$ cat config.mk
export PLATFORM = sky130hd
export DESIGN_NAME = iir_direct_form_two_flat
export DESIGN_NICKNAME = d
export VERILOG_FILES = /design/src/design/iir_dft_pkg.sv /design/src/design/iir_dft_ifs.sv /design/src/design/iir_direct_form_two.sv /design/src/flat_wrapper.sv
export SDC_FILE = /design/constraint.sdc
export NUM_CORES = 2
export LEC_CHECK = 0
export ABC_CLOCK_PERIOD_IN_PS = 15500
export BUFFER_PORTS_ARGS = -buffer_cell sky130_fd_sc_hd__buf_2
export CAP_MARGIN = 25
export CELL_PAD_IN_SITES_DETAIL_PLACEMENT = 2
export CELL_PAD_IN_SITES_GLOBAL_PLACEMENT = 2
export CORE_MARGIN = 3
export CORE_UTILIZATION = 42
export CTS_BUF_LIST = sky130_fd_sc_hd__clkbuf_8
export DETAILED_ROUTE_END_ITERATION = 10
export PLACE_DENSITY_LB_ADDON = 0.1
export SLEW_MARGIN = 5
export SYNTH_ARGS = -nofsm -noshare
export SYNTH_HDL_FRONTEND = slang
export SYNTH_SLANG_ARGS = --single-unit
export TNS_END_PERCENT = 100
$ cat constraint.sdc
create_clock -name clk -period 15.5 [get_ports clk]
set_clock_uncertainty 0.2 [all_clocks]
set_input_delay 3.1 -clock clk [delete_from_list [all_inputs] [get_ports clk]]
set_output_delay 3.1 -clock clk [all_outputs]
set_load 0.03 [all_outputs]
$ cat src/design/iir_dft_pkg.sv
// Shared widths, register indexes and reset constants of the direct form II IIR filter.
`timescale 1ns / 1ps
`default_nettype none
package iir_dft_pkg;

  localparam int SMP_W     = 16;   // audio sample width
  localparam int COEF_W    = 24;   // Q4.20 coefficient width
  localparam int DL_W      = 24;   // Q16.8 delay entry width
  localparam int NREGS     = 8;    // number of configuration registers
  localparam int CFG_IDX_W = 4;    // configuration index width, covers unused codes too
  localparam int REG_IDX_W = 3;    // width of a valid register index
  localparam int ACC_W     = 52;   // accumulator width
  localparam int MUL_A_W   = 32;   // wide operand of the shared multiplier
  localparam int PROD_W    = MUL_A_W + COEF_W;

  localparam logic signed [COEF_W-1:0] ONE_Q20 = 24'sd1048576;

  // Register indexes
  localparam logic [REG_IDX_W-1:0] REG_A1     = 3'd0;
  localparam logic [REG_IDX_W-1:0] REG_A2     = 3'd1;
  localparam logic [REG_IDX_W-1:0] REG_A3     = 3'd2;
  localparam logic [REG_IDX_W-1:0] REG_B0     = 3'd3;
  localparam logic [REG_IDX_W-1:0] REG_B1     = 3'd4;
  localparam logic [REG_IDX_W-1:0] REG_B2     = 3'd5;
  localparam logic [REG_IDX_W-1:0] REG_B3     = 3'd6;
  localparam logic [REG_IDX_W-1:0] REG_INV_A0 = 3'd7;

  typedef logic signed [COEF_W-1:0] coef_t;
  typedef logic signed [DL_W-1:0]   dl_t;
  typedef logic signed [SMP_W-1:0]  smp_t;

endpackage
`default_nettype wire

$ cat src/design/iir_dft_ifs.sv
// Valid/ready channel interfaces for samples in, samples out and register writes.
`timescale 1ns / 1ps
`default_nettype none
interface iir_dft_in_if import iir_dft_pkg::*; ();
  logic valid;
  logic ready;
  smp_t sample_in;
  modport source (output valid, output sample_in, input ready);
  modport sink   (input valid, input sample_in, output ready);
endinterface

interface iir_dft_out_if import iir_dft_pkg::*; ();
  logic valid;
  logic ready;
  smp_t sample_out;
  modport source (output valid, output sample_out, input ready);
  modport sink   (input valid, input sample_out, output ready);
endinterface

interface iir_dft_cfg_if import iir_dft_pkg::*; ();
  logic                 valid;
  logic                 ready;
  logic [CFG_IDX_W-1:0] index;
  coef_t                data;
  modport source (output valid, output index, output data, input ready);
  modport sink   (input valid, input index, input data, output ready);
endinterface
`default_nettype wire

$ cat src/design/iir_direct_form_two.sv
// Direct form II IIR filter with one shared multiply-accumulate unit.
//
// Usage:
//   in_ch  : one signed 16-bit audio sample per beat (sample_in).
//   out_ch : one filtered, saturated 16-bit sample per beat (sample_out).
//   cfg_ch : register writes, index 0..7 = a1, a2, a3, b0, b1, b2, b3, 1/a0,
//            all Q4.20. Indexes above 7 are dropped. Always ready; write only
//            while the filter is idle.
// Timing: an accepted sample runs through one 32x24 multiplier, one product a
//   cycle: min(TAPS-1,3) feedback products, min(TAPS,4) feed-forward products
//   and the output scale, plus fill and rounding steps. The result is
//   registered in the output register, and the next sample is taken only once
//   the sequencer is back in idle, so one sample is processed at a time.
// Stall: the result sits in an output register; a new sample is taken while
//   it waits. A finished result that finds the register still full holds the
//   sequencer until the receiver takes the old beat.
// Reset (rst_n low, synchronous): delay line cleared, b0 and 1/a0 set to 1.0,
//   other coefficients to 0, no result pending.
`timescale 1ns / 1ps
`default_nettype none
module iir_direct_form_two
  import iir_dft_pkg::*;
#(
  parameter int TAPS = 4
) (
  input  wire             clk,
  input  wire             rst_n,
  iir_dft_in_if.sink      in_ch,
  iir_dft_out_if.source   out_ch,
  iir_dft_cfg_if.sink     cfg_ch
);

  // Only taps up to index 3 carry coefficients; the rest are not multiplied.
  localparam int NFB = (TAPS - 1 < 3) ? TAPS - 1 : 3;
  localparam int NFF = (TAPS < 4) ? TAPS : 4;
  localparam int CW  = (TAPS > 1) ? $clog2(TAPS) : 1;

  localparam logic signed [ACC_W-1:0]  HALF20 = ACC_W'(1) << 19;
  localparam logic signed [PROD_W-1:0] HALF28 = PROD_W'(1) << 27;
  localparam logic signed [ACC_W-1:0]  DL_MAX = ACC_W'((1 << (DL_W - 1)) - 1);
  localparam logic signed [ACC_W-1:0]  DL_MIN = -(ACC_W'(1) << (DL_W - 1));
  localparam logic signed [PROD_W-1:0] SMP_MAX = PROD_W'((1 << (SMP_W - 1)) - 1);
  localparam logic signed [PROD_W-1:0] SMP_MIN = -(PROD_W'(1) << (SMP_W - 1));

  typedef enum logic [8:0] {
    S_IDLE = 9'b000000001,
    S_FB   = 9'b000000010,  // issue feedback products
    S_FBW  = 9'b000000100,  // drain last feedback product
    S_UPD  = 9'b000001000,  // write newest delay entry
    S_FF   = 9'b000010000,  // issue feed-forward products
    S_FFW  = 9'b000100000,  // drain last feed-forward product
    S_RND  = 9'b001000000,  // round feed-forward sum
    S_SCL  = 9'b010000000,  // multiply by 1/a0
    S_SAT  = 9'b100000000   // round, saturate, hand to output register
  } state_t;

  state_t                    state_r, state_nxt;
  logic [CW-1:0]             cnt_r, cnt_nxt;
  logic signed [ACC_W-1:0]   acc_r, acc_nxt;
  logic signed [PROD_W-1:0]  prod_r, prod_nxt;
  logic                      acc_en_r, acc_en_nxt;
  logic                      acc_sub_r, acc_sub_nxt;
  logic signed [MUL_A_W-1:0] t_r, t_nxt;
  logic                      out_valid_r, out_valid_nxt;
  smp_t                      out_smp_r, out_smp_nxt;

  coef_t cfg_r [NREGS];
  dl_t   dl_r  [TAPS];

  logic                      in_acc;
  logic                      upd_dl;
  logic [REG_IDX_W-1:0]      coef_idx;
  logic signed [MUL_A_W-1:0] mul_a;
  coef_t                     mul_b;
  logic signed [PROD_W-1:0]  mul_p;
  logic signed [ACC_W-1:0]   acc_rnd;
  logic signed [PROD_W-1:0]  prod_rnd;
  dl_t                       dl_new;
  smp_t                      smp_sat;

  assign in_ch.ready      = (state_r == S_IDLE);
  assign in_acc           = in_ch.valid && in_ch.ready;
  assign cfg_ch.ready     = 1'b1;
  assign out_ch.valid     = out_valid_r;
  assign out_ch.sample_out = out_smp_r;

  // Coefficient select: a(n) sits at n-1, b(n) at n+3.
  assign coef_idx = (state_r == S_FB) ? (REG_IDX_W'(cnt_r) - REG_IDX_W'(1))
                                      : (REG_IDX_W'(cnt_r) + REG_B0);

  // Shared multiplier
  assign mul_a = (state_r == S_SCL) ? t_r : MUL_A_W'(dl_r[cnt_r]);
  assign mul_b = (state_r == S_SCL) ? cfg_r[REG_INV_A0] : cfg_r[coef_idx];
  assign mul_p = mul_a * mul_b;

  // Half-up rounding of the accumulator and of the scaled product
  assign acc_rnd  = (acc_r + HALF20) >>> 20;
  assign prod_rnd = (prod_r + HALF28) >>> 28;

  always_comb begin
    if (acc_rnd > DL_MAX) begin
      dl_new = DL_MAX[DL_W-1:0];
    end else if (acc_rnd < DL_MIN) begin
      dl_new = DL_MIN[DL_W-1:0];
    end else begin
      dl_new = acc_rnd[DL_W-1:0];
    end
    if (prod_rnd > SMP_MAX) begin
      smp_sat = SMP_MAX[SMP_W-1:0];
    end else if (prod_rnd < SMP_MIN) begin
      smp_sat = SMP_MIN[SMP_W-1:0];
    end else begin
      smp_sat = prod_rnd[SMP_W-1:0];
    end
  end

  assign upd_dl = (state_r == S_UPD);

  // Sequencer
  always_comb begin
    state_nxt     = state_r;
    cnt_nxt       = cnt_r;
    acc_nxt       = acc_r;
    prod_nxt      = prod_r;
    acc_en_nxt    = 1'b0;
    acc_sub_nxt   = acc_sub_r;
    t_nxt         = t_r;
    out_valid_nxt = out_valid_r && !out_ch.ready;
    out_smp_nxt   = out_smp_r;

    // Fold in the product issued last cycle
    if (acc_en_r) begin
      acc_nxt = acc_sub_r ? acc_r - ACC_W'(prod_r) : acc_r + ACC_W'(prod_r);
    end

    case (state_r)
      S_IDLE: begin
        if (in_acc) begin
          acc_nxt   = ACC_W'(in_ch.sample_in) <<< 28;
          cnt_nxt   = CW'(1);
          state_nxt = (NFB > 0) ? S_FB : S_UPD;
        end
      end
      S_FB: begin
        prod_nxt    = mul_p;
        acc_en_nxt  = 1'b1;
        acc_sub_nxt = 1'b1;
        if (cnt_r == CW'(NFB)) begin
          state_nxt = S_FBW;
        end else begin
          cnt_nxt = cnt_r + CW'(1);
        end
      end
      S_FBW: begin
        state_nxt = S_UPD;
      end
      S_UPD: begin
        acc_nxt   = '0;
        cnt_nxt   = '0;
        state_nxt = S_FF;
      end
      S_FF: begin
        prod_nxt    = mul_p;
        acc_en_nxt  = 1'b1;
        acc_sub_nxt = 1'b0;
        if (cnt_r == CW'(NFF - 1)) begin
          state_nxt = S_FFW;
        end else begin
          cnt_nxt = cnt_r + CW'(1);
        end
      end
      S_FFW: begin
        state_nxt = S_RND;
      end
      S_RND: begin
        t_nxt     = acc_rnd[MUL_A_W-1:0];
        state_nxt = S_SCL;
      end
      S_SCL: begin
        prod_nxt  = mul_p;
        state_nxt = S_SAT;
      end
      S_SAT: begin
        // Hold until the output register is free
        if (!out_valid_r || out_ch.ready) begin
          out_valid_nxt = 1'b1;
          out_smp_nxt   = smp_sat;
          state_nxt     = S_IDLE;
        end
      end
      default: begin
        state_nxt = S_IDLE;
      end
    endcase
  end

  always_ff @(posedge clk) begin
    if (!rst_n) begin
      state_r     <= S_IDLE;
      cnt_r       <= '0;
      acc_en_r    <= 1'b0;
      acc_sub_r   <= 1'b0;
      out_valid_r <= 1'b0;
    end else begin
      state_r     <= state_nxt;
      cnt_r       <= cnt_nxt;
      acc_en_r    <= acc_en_nxt;
      acc_sub_r   <= acc_sub_nxt;
      out_valid_r <= out_valid_nxt;
    end
  end

  // Datapath registers
  always_ff @(posedge clk) begin
    acc_r     <= acc_nxt;
    prod_r    <= prod_nxt;
    t_r       <= t_nxt;
    out_smp_r <= out_smp_nxt;
  end

  // Delay line: shift on the input beat, write the newest entry after feedback
  always_ff @(posedge clk) begin
    if (!rst_n) begin
      for (int i = 0; i < TAPS; i++) begin
        dl_r[i] <= '0;
      end
    end else begin
      if (in_acc) begin
        for (int i = TAPS - 1; i > 0; i--) begin
          dl_r[i] <= dl_r[i-1];
        end
      end
      if (upd_dl) begin
        dl_r[0] <= dl_new;
      end
    end
  end

  // Coefficient registers; drop writes to unused indexes
  always_ff @(posedge clk) begin
    if (!rst_n) begin
      for (int i = 0; i < NREGS; i++) begin
        cfg_r[i] <= '0;
      end
      cfg_r[REG_B0]     <= ONE_Q20;
      cfg_r[REG_INV_A0] <= ONE_Q20;
    end else if (cfg_ch.valid && cfg_ch.ready && (cfg_ch.index < CFG_IDX_W'(NREGS))) begin
      cfg_r[cfg_ch.index[REG_IDX_W-1:0]] <= cfg_ch.data;
    end
  end

  // Checks
  a_accept_starts: assert property (@(posedge clk) disable iff (!rst_n)
    in_acc |=> (state_r == S_FB) || (state_r == S_UPD))
    else $error("accepted sample did not start the sequencer");

  a_acc_only_in_sums: assert property (@(posedge clk) disable iff (!rst_n)
    acc_en_r |-> (state_r == S_FB) || (state_r == S_FBW) ||
                 (state_r == S_FF) || (state_r == S_FFW))
    else $error("accumulate outside a product run");

  a_ff_count: assert property (@(posedge clk) disable iff (!rst_n)
    (state_r == S_FF) |-> (cnt_r <= CW'(NFF - 1)))
    else $error("feed-forward tap count out of range");

  a_sat_delivers: assert property (@(posedge clk) disable iff (!rst_n)
    ((state_r == S_SAT) && (!out_valid_r || out_ch.ready)) |=>
      out_valid_r && (state_r == S_IDLE))
    else $error("finished result not loaded into output register");

endmodule
`default_nettype wire
$ cat src/flat_wrapper.sv
// flat-port wrapper written by rule: the top's interface ports become plain ports
module iir_direct_form_two_flat import iir_dft_pkg::*;
#(
  parameter int TAPS = 4
)
  (clk, rst_n, in_ch_valid, in_ch_sample_in, in_ch_ready, out_ch_valid, out_ch_sample_out, out_ch_ready, cfg_ch_valid, cfg_ch_index, cfg_ch_data, cfg_ch_ready);
  iir_dft_in_if in_ch_i ();
  iir_dft_out_if out_ch_i ();
  iir_dft_cfg_if cfg_ch_i ();
  input  wire clk;
  input  wire rst_n;
  input wire logic [$bits(in_ch_i.valid)-1:0] in_ch_valid;
  input wire logic [$bits(in_ch_i.sample_in)-1:0] in_ch_sample_in;
  output wire logic [$bits(in_ch_i.ready)-1:0] in_ch_ready;
  output wire logic [$bits(out_ch_i.valid)-1:0] out_ch_valid;
  output wire logic [$bits(out_ch_i.sample_out)-1:0] out_ch_sample_out;
  input wire logic [$bits(out_ch_i.ready)-1:0] out_ch_ready;
  input wire logic [$bits(cfg_ch_i.valid)-1:0] cfg_ch_valid;
  input wire logic [$bits(cfg_ch_i.index)-1:0] cfg_ch_index;
  input wire logic [$bits(cfg_ch_i.data)-1:0] cfg_ch_data;
  output wire logic [$bits(cfg_ch_i.ready)-1:0] cfg_ch_ready;
  assign in_ch_i.valid = in_ch_valid;
  assign in_ch_i.sample_in = in_ch_sample_in;
  assign in_ch_ready = in_ch_i.ready;
  assign out_ch_valid = out_ch_i.valid;
  assign out_ch_sample_out = out_ch_i.sample_out;
  assign out_ch_i.ready = out_ch_ready;
  assign cfg_ch_i.valid = cfg_ch_valid;
  assign cfg_ch_i.index = cfg_ch_index;
  assign cfg_ch_i.data = cfg_ch_data;
  assign cfg_ch_ready = cfg_ch_i.ready;
  iir_direct_form_two #(.TAPS(TAPS)) u_core (.clk(clk), .rst_n(rst_n), .in_ch(in_ch_i), .out_ch(out_ch_i), .cfg_ch(cfg_ch_i));
endmodule
== Yosys cells after proc, flatten, opt, wreduce, memory -nomap -nowiden ==
Memory sizes are Yosys's and may differ from the RTL's. A register that Yosys moved wholly into a read port is not among the register bits.
Cells that the tools add are included.

* Output and inout bits: 19
* Bits in writable memories: 288
* Register bits: 170
* Memories: 2
* Logic and storage cells: 102

{| class="wikitable"
|+ Memories
! memory !! depth !! width !! rd ports !! clocked after memory_dff !! wr ports !! RTL line !! text
|-
| u_core.cfg_r || 8 || 24 || 2 || 0 || 8 || iir_direct_form_two.sv:67 || <nowiki>coef_t cfg_r [NREGS];</nowiki>
|-
| u_core.dl_r || 4 || 24 || 4 || 1 || 4 || iir_direct_form_two.sv:68 || <nowiki>dl_t dl_r [TAPS];</nowiki>
|}

* Multipliers: 1
* Reductions and logical operators: 14
* Equal/unequal tests: 15
* Magnitude comparators: 5
* Add/sub/neg operators: 7
* Multiplexer cells: 43
* Bitwise gates (word level): 6

{| class="wikitable"
|+ Operators by type and width
! kind !! count
|-
| 24-bit two-way mux || 10
|-
| 52-bit two-way mux || 3
|-
| 52-bit one-hot mux with 2 select lines || 1
|-
| 9-bit one-hot mux with 9 select lines || 1
|-
| 56-bit by 29-bit adder with 56-bit output (second input constant) || 1
|-
| 32-bit by 24-bit multiplier with 56-bit output || 1
|-
| 52-bit by 21-bit adder with 52-bit output (second input constant) || 1
|-
| 52-bit adder || 1
|-
| 52-bit subtractor || 1
|-
| 9-bit two-way mux || 4
|-
| 32-bit by 24-bit > comparator with 1-bit output (second input constant) || 1
|-
| 32-bit by 24-bit < comparator with 1-bit output (second input constant) || 1
|-
| 32-bit two-way mux || 1
|-
| 28-bit by 16-bit > comparator with 1-bit output (second input constant) || 1
|-
| 28-bit by 16-bit < comparator with 1-bit output (second input constant) || 1
|-
| 24-bit OR reduction || 1
|-
| 16-bit two-way mux || 1
|-
| 1-bit two-way mux || 14
|-
| 9-bit by 1-bit == test with 1-bit output (second input constant) || 1
|-
| 9-bit by 2-bit == test with 1-bit output (second input constant) || 1
|-
| 9-bit by 3-bit == test with 1-bit output (second input constant) || 1
|-
| 9-bit by 4-bit == test with 1-bit output (second input constant) || 1
|-
| 9-bit by 5-bit == test with 1-bit output (second input constant) || 1
|-
| 9-bit by 6-bit == test with 1-bit output (second input constant) || 1
|-
| other kinds (25) || 40
|}

== Longest topological paths before layout ==
* Word-level depth: 7
* Mapped depth: 39

== Least setup slack after synthesis ==
OpenSTA, ideal clock, no wires.

* Path type: flip-flop to flip-flop
* Start: reg u_core.state_r[2]
* End: reg u_core.prod_r[52] (data pin)
* Path slack: 6.416 ns
* Buffers on the path: 3
* Setup time: 0.260 ns
* Arrival: 8.623 ns
* Cell stages (with the launch flop): 36
* Required time: 15.040 ns
* Cells stage by stage: dfxtp_1 > or4_4 > nor4_4 > nand2_1 > nor2_1 > xnor2_1 > buf_2 > buf_4 > mux4_2 > mux2i_1 > nand2_1 > o21ai_2 > buf_2 > nor2_1 > fa_1 > inv_1 > fa_1 > fa_1 > fa_1 > inv_1 > fa_1 > fa_1 > inv_1 > fa_1 > inv_1 > ha_1 > and3_1 > nor2b_1 > nand2_1 > o21ai_0 > a21oi_1 > a21oi_1 > a41oi_1 > or4_1 > nand3b_1 > xor2_1

* Longest elaborated chain between the ends: 5
* Elaborated cells on any way between the ends: 7
* Classes of those cells: mul: 1; eq/ne: 2; mux: 3; memory: 1

{| class="wikitable"
|+ RTL lines
! element !! RTL line !! text
|-
| from (decl) || iir_direct_form_two.sv:57 || <nowiki>state_t state_r, state_nxt;</nowiki>
|-
| from (signal assigned) || iir_direct_form_two.sv:205 || <nowiki>state_r <= state_nxt;</nowiki>
|-
| 9-bit by 2-bit == test with 1-bit output || iir_direct_form_two.sv:88 || <nowiki>assign coef_idx = (state_r == S_FB) ? (REG_IDX_W'(cnt_r) - REG_IDX_W'(1))</nowiki>
|-
| 3-bit two-way mux || iir_direct_form_two.sv:88 ||
|-
| memory read 8 x 24 bit || - ||
|-
| 24-bit two-way mux || iir_direct_form_two.sv:93 || <nowiki>assign mul_b = (state_r == S_SCL) ? cfg_r[REG_INV_A0] : cfg_r[coef_idx];</nowiki>
|-
| 32-bit by 24-bit multiplier with 56-bit output * || iir_direct_form_two.sv:94 || <nowiki>assign mul_p = mul_a * mul_b;</nowiki>
|-
| named net u_core.mul_p[52] || iir_direct_form_two.sv:75 || <nowiki>logic signed [PROD_W-1:0] mul_p;</nowiki>
|-
| to (signal assigned) || iir_direct_form_two.sv:216 || <nowiki>prod_r <= prod_nxt;</nowiki>
|-
| to (decl) || iir_direct_form_two.sv:60 || <nowiki>logic signed [PROD_W-1:0] prod_r, prod_nxt;</nowiki>
|}

The timed path passes the listed nets; every way through them passes the cells marked *.
A chain may end at the register's enable or synchronous reset.

== Worst setup path in the final report ==
* Start: reg u_core.cnt_r[0]
* End: reg u_core.prod_r[52] (data pin)

* Longest elaborated chain between the ends: 5
* Elaborated cells on any way between the ends: 6
* Classes of those cells: add/sub: 2; mul: 1; mux: 2; memory: 1

{| class="wikitable"
|+ RTL lines
! element !! RTL line !! text
|-
| from (decl) || iir_direct_form_two.sv:58 || <nowiki>logic [CW-1:0] cnt_r, cnt_nxt;</nowiki>
|-
| from (signal assigned) || iir_direct_form_two.sv:206 || <nowiki>cnt_r <= cnt_nxt;</nowiki>
|-
| 2-bit by 2-bit adder with 3-bit output / 2-bit by 1-bit subtractor with 3-bit output (equally long branches) || iir_direct_form_two.sv:89, iir_direct_form_two.sv:88 ||
|-
| 3-bit two-way mux * || iir_direct_form_two.sv:88 ||
|-
| memory read 8 x 24 bit * || - ||
|-
| 24-bit two-way mux * || iir_direct_form_two.sv:93 ||
|-
| 32-bit by 24-bit multiplier with 56-bit output * || iir_direct_form_two.sv:94 ||
|-
| named net u_core.mul_p[52] || iir_direct_form_two.sv:75 ||
|}

Marked as above.

==> results_dict.tcl <==
set metrics [dict create \
    grt_antenna_before_repair 4 \
    post-cts-setup-buffers 0 \
    postRouteAntennaNets 0 \
    synthCells 5147 \
    cts_root_buf "clkbuf_8" \
    busiest_layer "met2" \
    fin_crit_sh_pct 72.7 \
    cap_violations 0 \
    hold_viol 0 \
    final-max-slew-violation-count 0 \
    die_height_um 355 \
    vias 38100 \
    async_reset_ff_share_pct 0 \
    setup_viol 0 \
    netlist-cell-type-count 83 \
    clk_pin_slew_ps 60 \
    drc 0 \
    crit_slowest_cell "fa_1" \
    gp_congestion 0.879 \
    startpoint_type "register" \
    use_met1_pct 36.4 \
    synth_seq_cells 460 \
    cts_buffer_depth 3 \
    die_x_um 355 \
    wire_per_inst_um 26.5 \
    ioPinCount 68 \
    cp.arrival_ps 11540 \
    worstMarginPinSlew_ps 1080 \
    place_hpwl_um 139000 \
    synthFlopType "edfxtp_1" \
    cts_resized 0 \
    vias_per_cell 5.57 \
    fin_tns_setup_ps 0 \
    crit_required_ps 15770 \
    stdcell_count 6839 \
    seq_area_frac_synth_pct 25.7 \
    coreArea_mm2 0.120 \
    grtUsageTotal_pct 29.2 \
    layout_min_cycle_time_ps 11260 \
    cts_inserted_buffers 89 \
    drive_gt1_share_pct 8.62 \
    htreeDepth 3 \
    max_freq_ghz 0.0888 \
    path_class "reg -> reg" \
    slowest_delay_ps 620 \
    path_common_cell "fa_1" \
    netlist_area_mm2 0.0511 \
    cts_hold_buf 0 \
    ys_top_cells_by_area "fa_1, edfxtp_1, inv_1" \
    hp-class "reg -> reg" \
    finalWorstSetupSlack_ps 4240 \
    die-area_mm2 0.126 \
    place_ws_ps 4230 \
    drt_first_pass_iters 5 \
    place_inst 6664 \
    met2_usage_pct 53.1 \
    grt_pass1_vias 43700 \
    n_fill_cell 12700 \
    global_route.usage.met3_pct 2.85 \
    syn_nets 6187 \
    status "finished clean" \
    clock_sinks 460 \
    synth_top_cell_area_share_pct 30.7 \
    worstSetupEndpointType "register" \
    syn_to_final_growth_pct 8.05 \
    ys.warnings.count 0 \
    placementRows 127 \
    synth_edf_count 392 \
    grt_pass1_wl_um 276000 \
    gr-total-overflow 0 \
    postSynthAreaPerCell_um2 9.92 \
    synth_largest_area_cell "fa_1" \
    cp_max_fo 48 \
    cts_tree "yes" \
    drt-total-wl_um 182000 \
    rsz0062_at_grt "false" \
    clock_latency_ps 760 \
    slew_headroom_pct 28.1 \
    drt_iter0_markers 2354 \
    initial_core_util_pct 42.4 \
    grt_max_degree 92 \
    portBuffers 66 \
    fin_nets 6189 \
]
cell usage in the layout, fill, tap and decap left out, types with 24 or more instances in the layout:
| cell | n |
|---|---|
| o21ai_0 | 121 |
| ha_1 | 207 |
| or2_2 | 28 |
| and2_1 | 250 |
| fa_1 | 784 |
| mux4_2 | 72 |
| mux2i_1 | 49 |
| nand2_1 | 534 |
| a21oi_1 | 170 |
| and3_1 | 103 |
| buf_2 | 66 |
| edfxtp_1 | 392 |
| nand2b_1 | 45 |
| nand3_1 | 57 |
| o21a_1 | 26 |
| inv_1 | 881 |
| nor2_1 | 539 |
| nor3_1 | 46 |
| dfxtp_1 | 64 |
| xor2_1 | 62 |
| buf_4 | 90 |
| xnor2_1 | 146 |
| a21o_1 | 50 |
| clkbuf_8 | 92 |
| a31oi_1 | 24 |
synth_stat cells (all sizes together), types with 6 or more instances:
cell and instances:
nor4 16, clkbuf 173, nor3 49, ha 207, and2 251, or4 8, nand4 22, or2 28
o31ai 11, or3 12, o21bai 15, fa 784, nor2 546, nand2 537, and4 11, mux4 72
a31oi 24, inv 848, nor2b 16, a21oi 181, o211ai 7, a21o 50, dfxtp 68, o21ai 143
edfxtp 392, and3 103, a211oi 16, nand3 57, nand4b 6, nand2b 47, o21a 27, xnor2 147
xor2 62, mux2i 50, buf 82
per-stage QoR:
step                      area (um^2)  hold WS (ps)  util [%]
after floorplan                 51100           261         -
after global placement          53200           279      44.2
after detailed placement        53300           291      44.3
after CTS                       55000           309      45.7
after global routing            55200           348      45.9
final                           55200           303      45.9
final cells by class:
type | count | area (um^2) | area share (%)
clock buffer | 92 | 1270 | 2.30
inverter | 848 | 3180 | 5.77
multi-input combinational | 3584 | 33800 | 61.3
sequential | 460 | 13100 | 23.8
antenna | 4 | 10.0 | 0.0181
clock inverter | 73 | 503 | 0.912
timing repair buffer | 166 | 1220 | 2.22
tap | 1612 | 2020 | 3.66
kinds of logic after synthesis:
group                      after synthesis  share of synthesized area, %
other                                    1                       0.00735
DFF                                    460                          25.7
adders and majority gates              991                          35.8
muxes                                  124                          4.20
xor gates and xnor gates               209                          3.59
AOI/OAI and AO/OA                      532                          6.43
buffers and inverters                 1103                          8.37
and+or+nand+nor                       1727                          15.9
sequential cells by signal, summed over array words and instances, names as in the netlist, named ones only:
name / flops
u_core.prod_r: 56
u_core.state_r: 9
u_core.cnt_r: 2
u_core.out_ch.sample_out: 16
u_core.acc_en_r: 1
u_core.dl_r: 96
u_core.acc_r: 52
u_core.acc_sub_r: 1
u_core.t_r: 32
u_core.cfg_r: 192
u_core.out_ch.valid: 1
layer usage:
metal  vias to the layer above  wire length (um)  part of all wire (%)
li1                      16400                 -                     -
met1                     20600             74100                    41
met2                       823             95000                    52
met3                       269              6250                   3.4
met4                         0              6210                   3.4
met5                         -                 0                     0
path summary, 6_finish.rpt:
check                  start                end  slack [ps]  depth (start not counted)
max          u_core.cnt_r[0]  u_core.prod_r[52]        4240                         34
min          u_core.acc_r[0]    u_core.acc_r[0]         300                          2
max reg2reg  u_core.cnt_r[0]  u_core.prod_r[52]        4240                         34
min reg2reg  u_core.acc_r[0]    u_core.acc_r[0]         300                          2
worst max-delay path, delay by kind of cell, from the launching register on:
kind	cells	cell delay, ps
compound gates	8	1710
xor+xnor	2	230
fa+ha+maj	9	4450
buf+inv	9	2300
flops	1	310
mux	2	730
simple gates	4	910
Power is not shown: default switching activity piles up to over one toggle a cycle in this logic, so the estimate is an artifact.
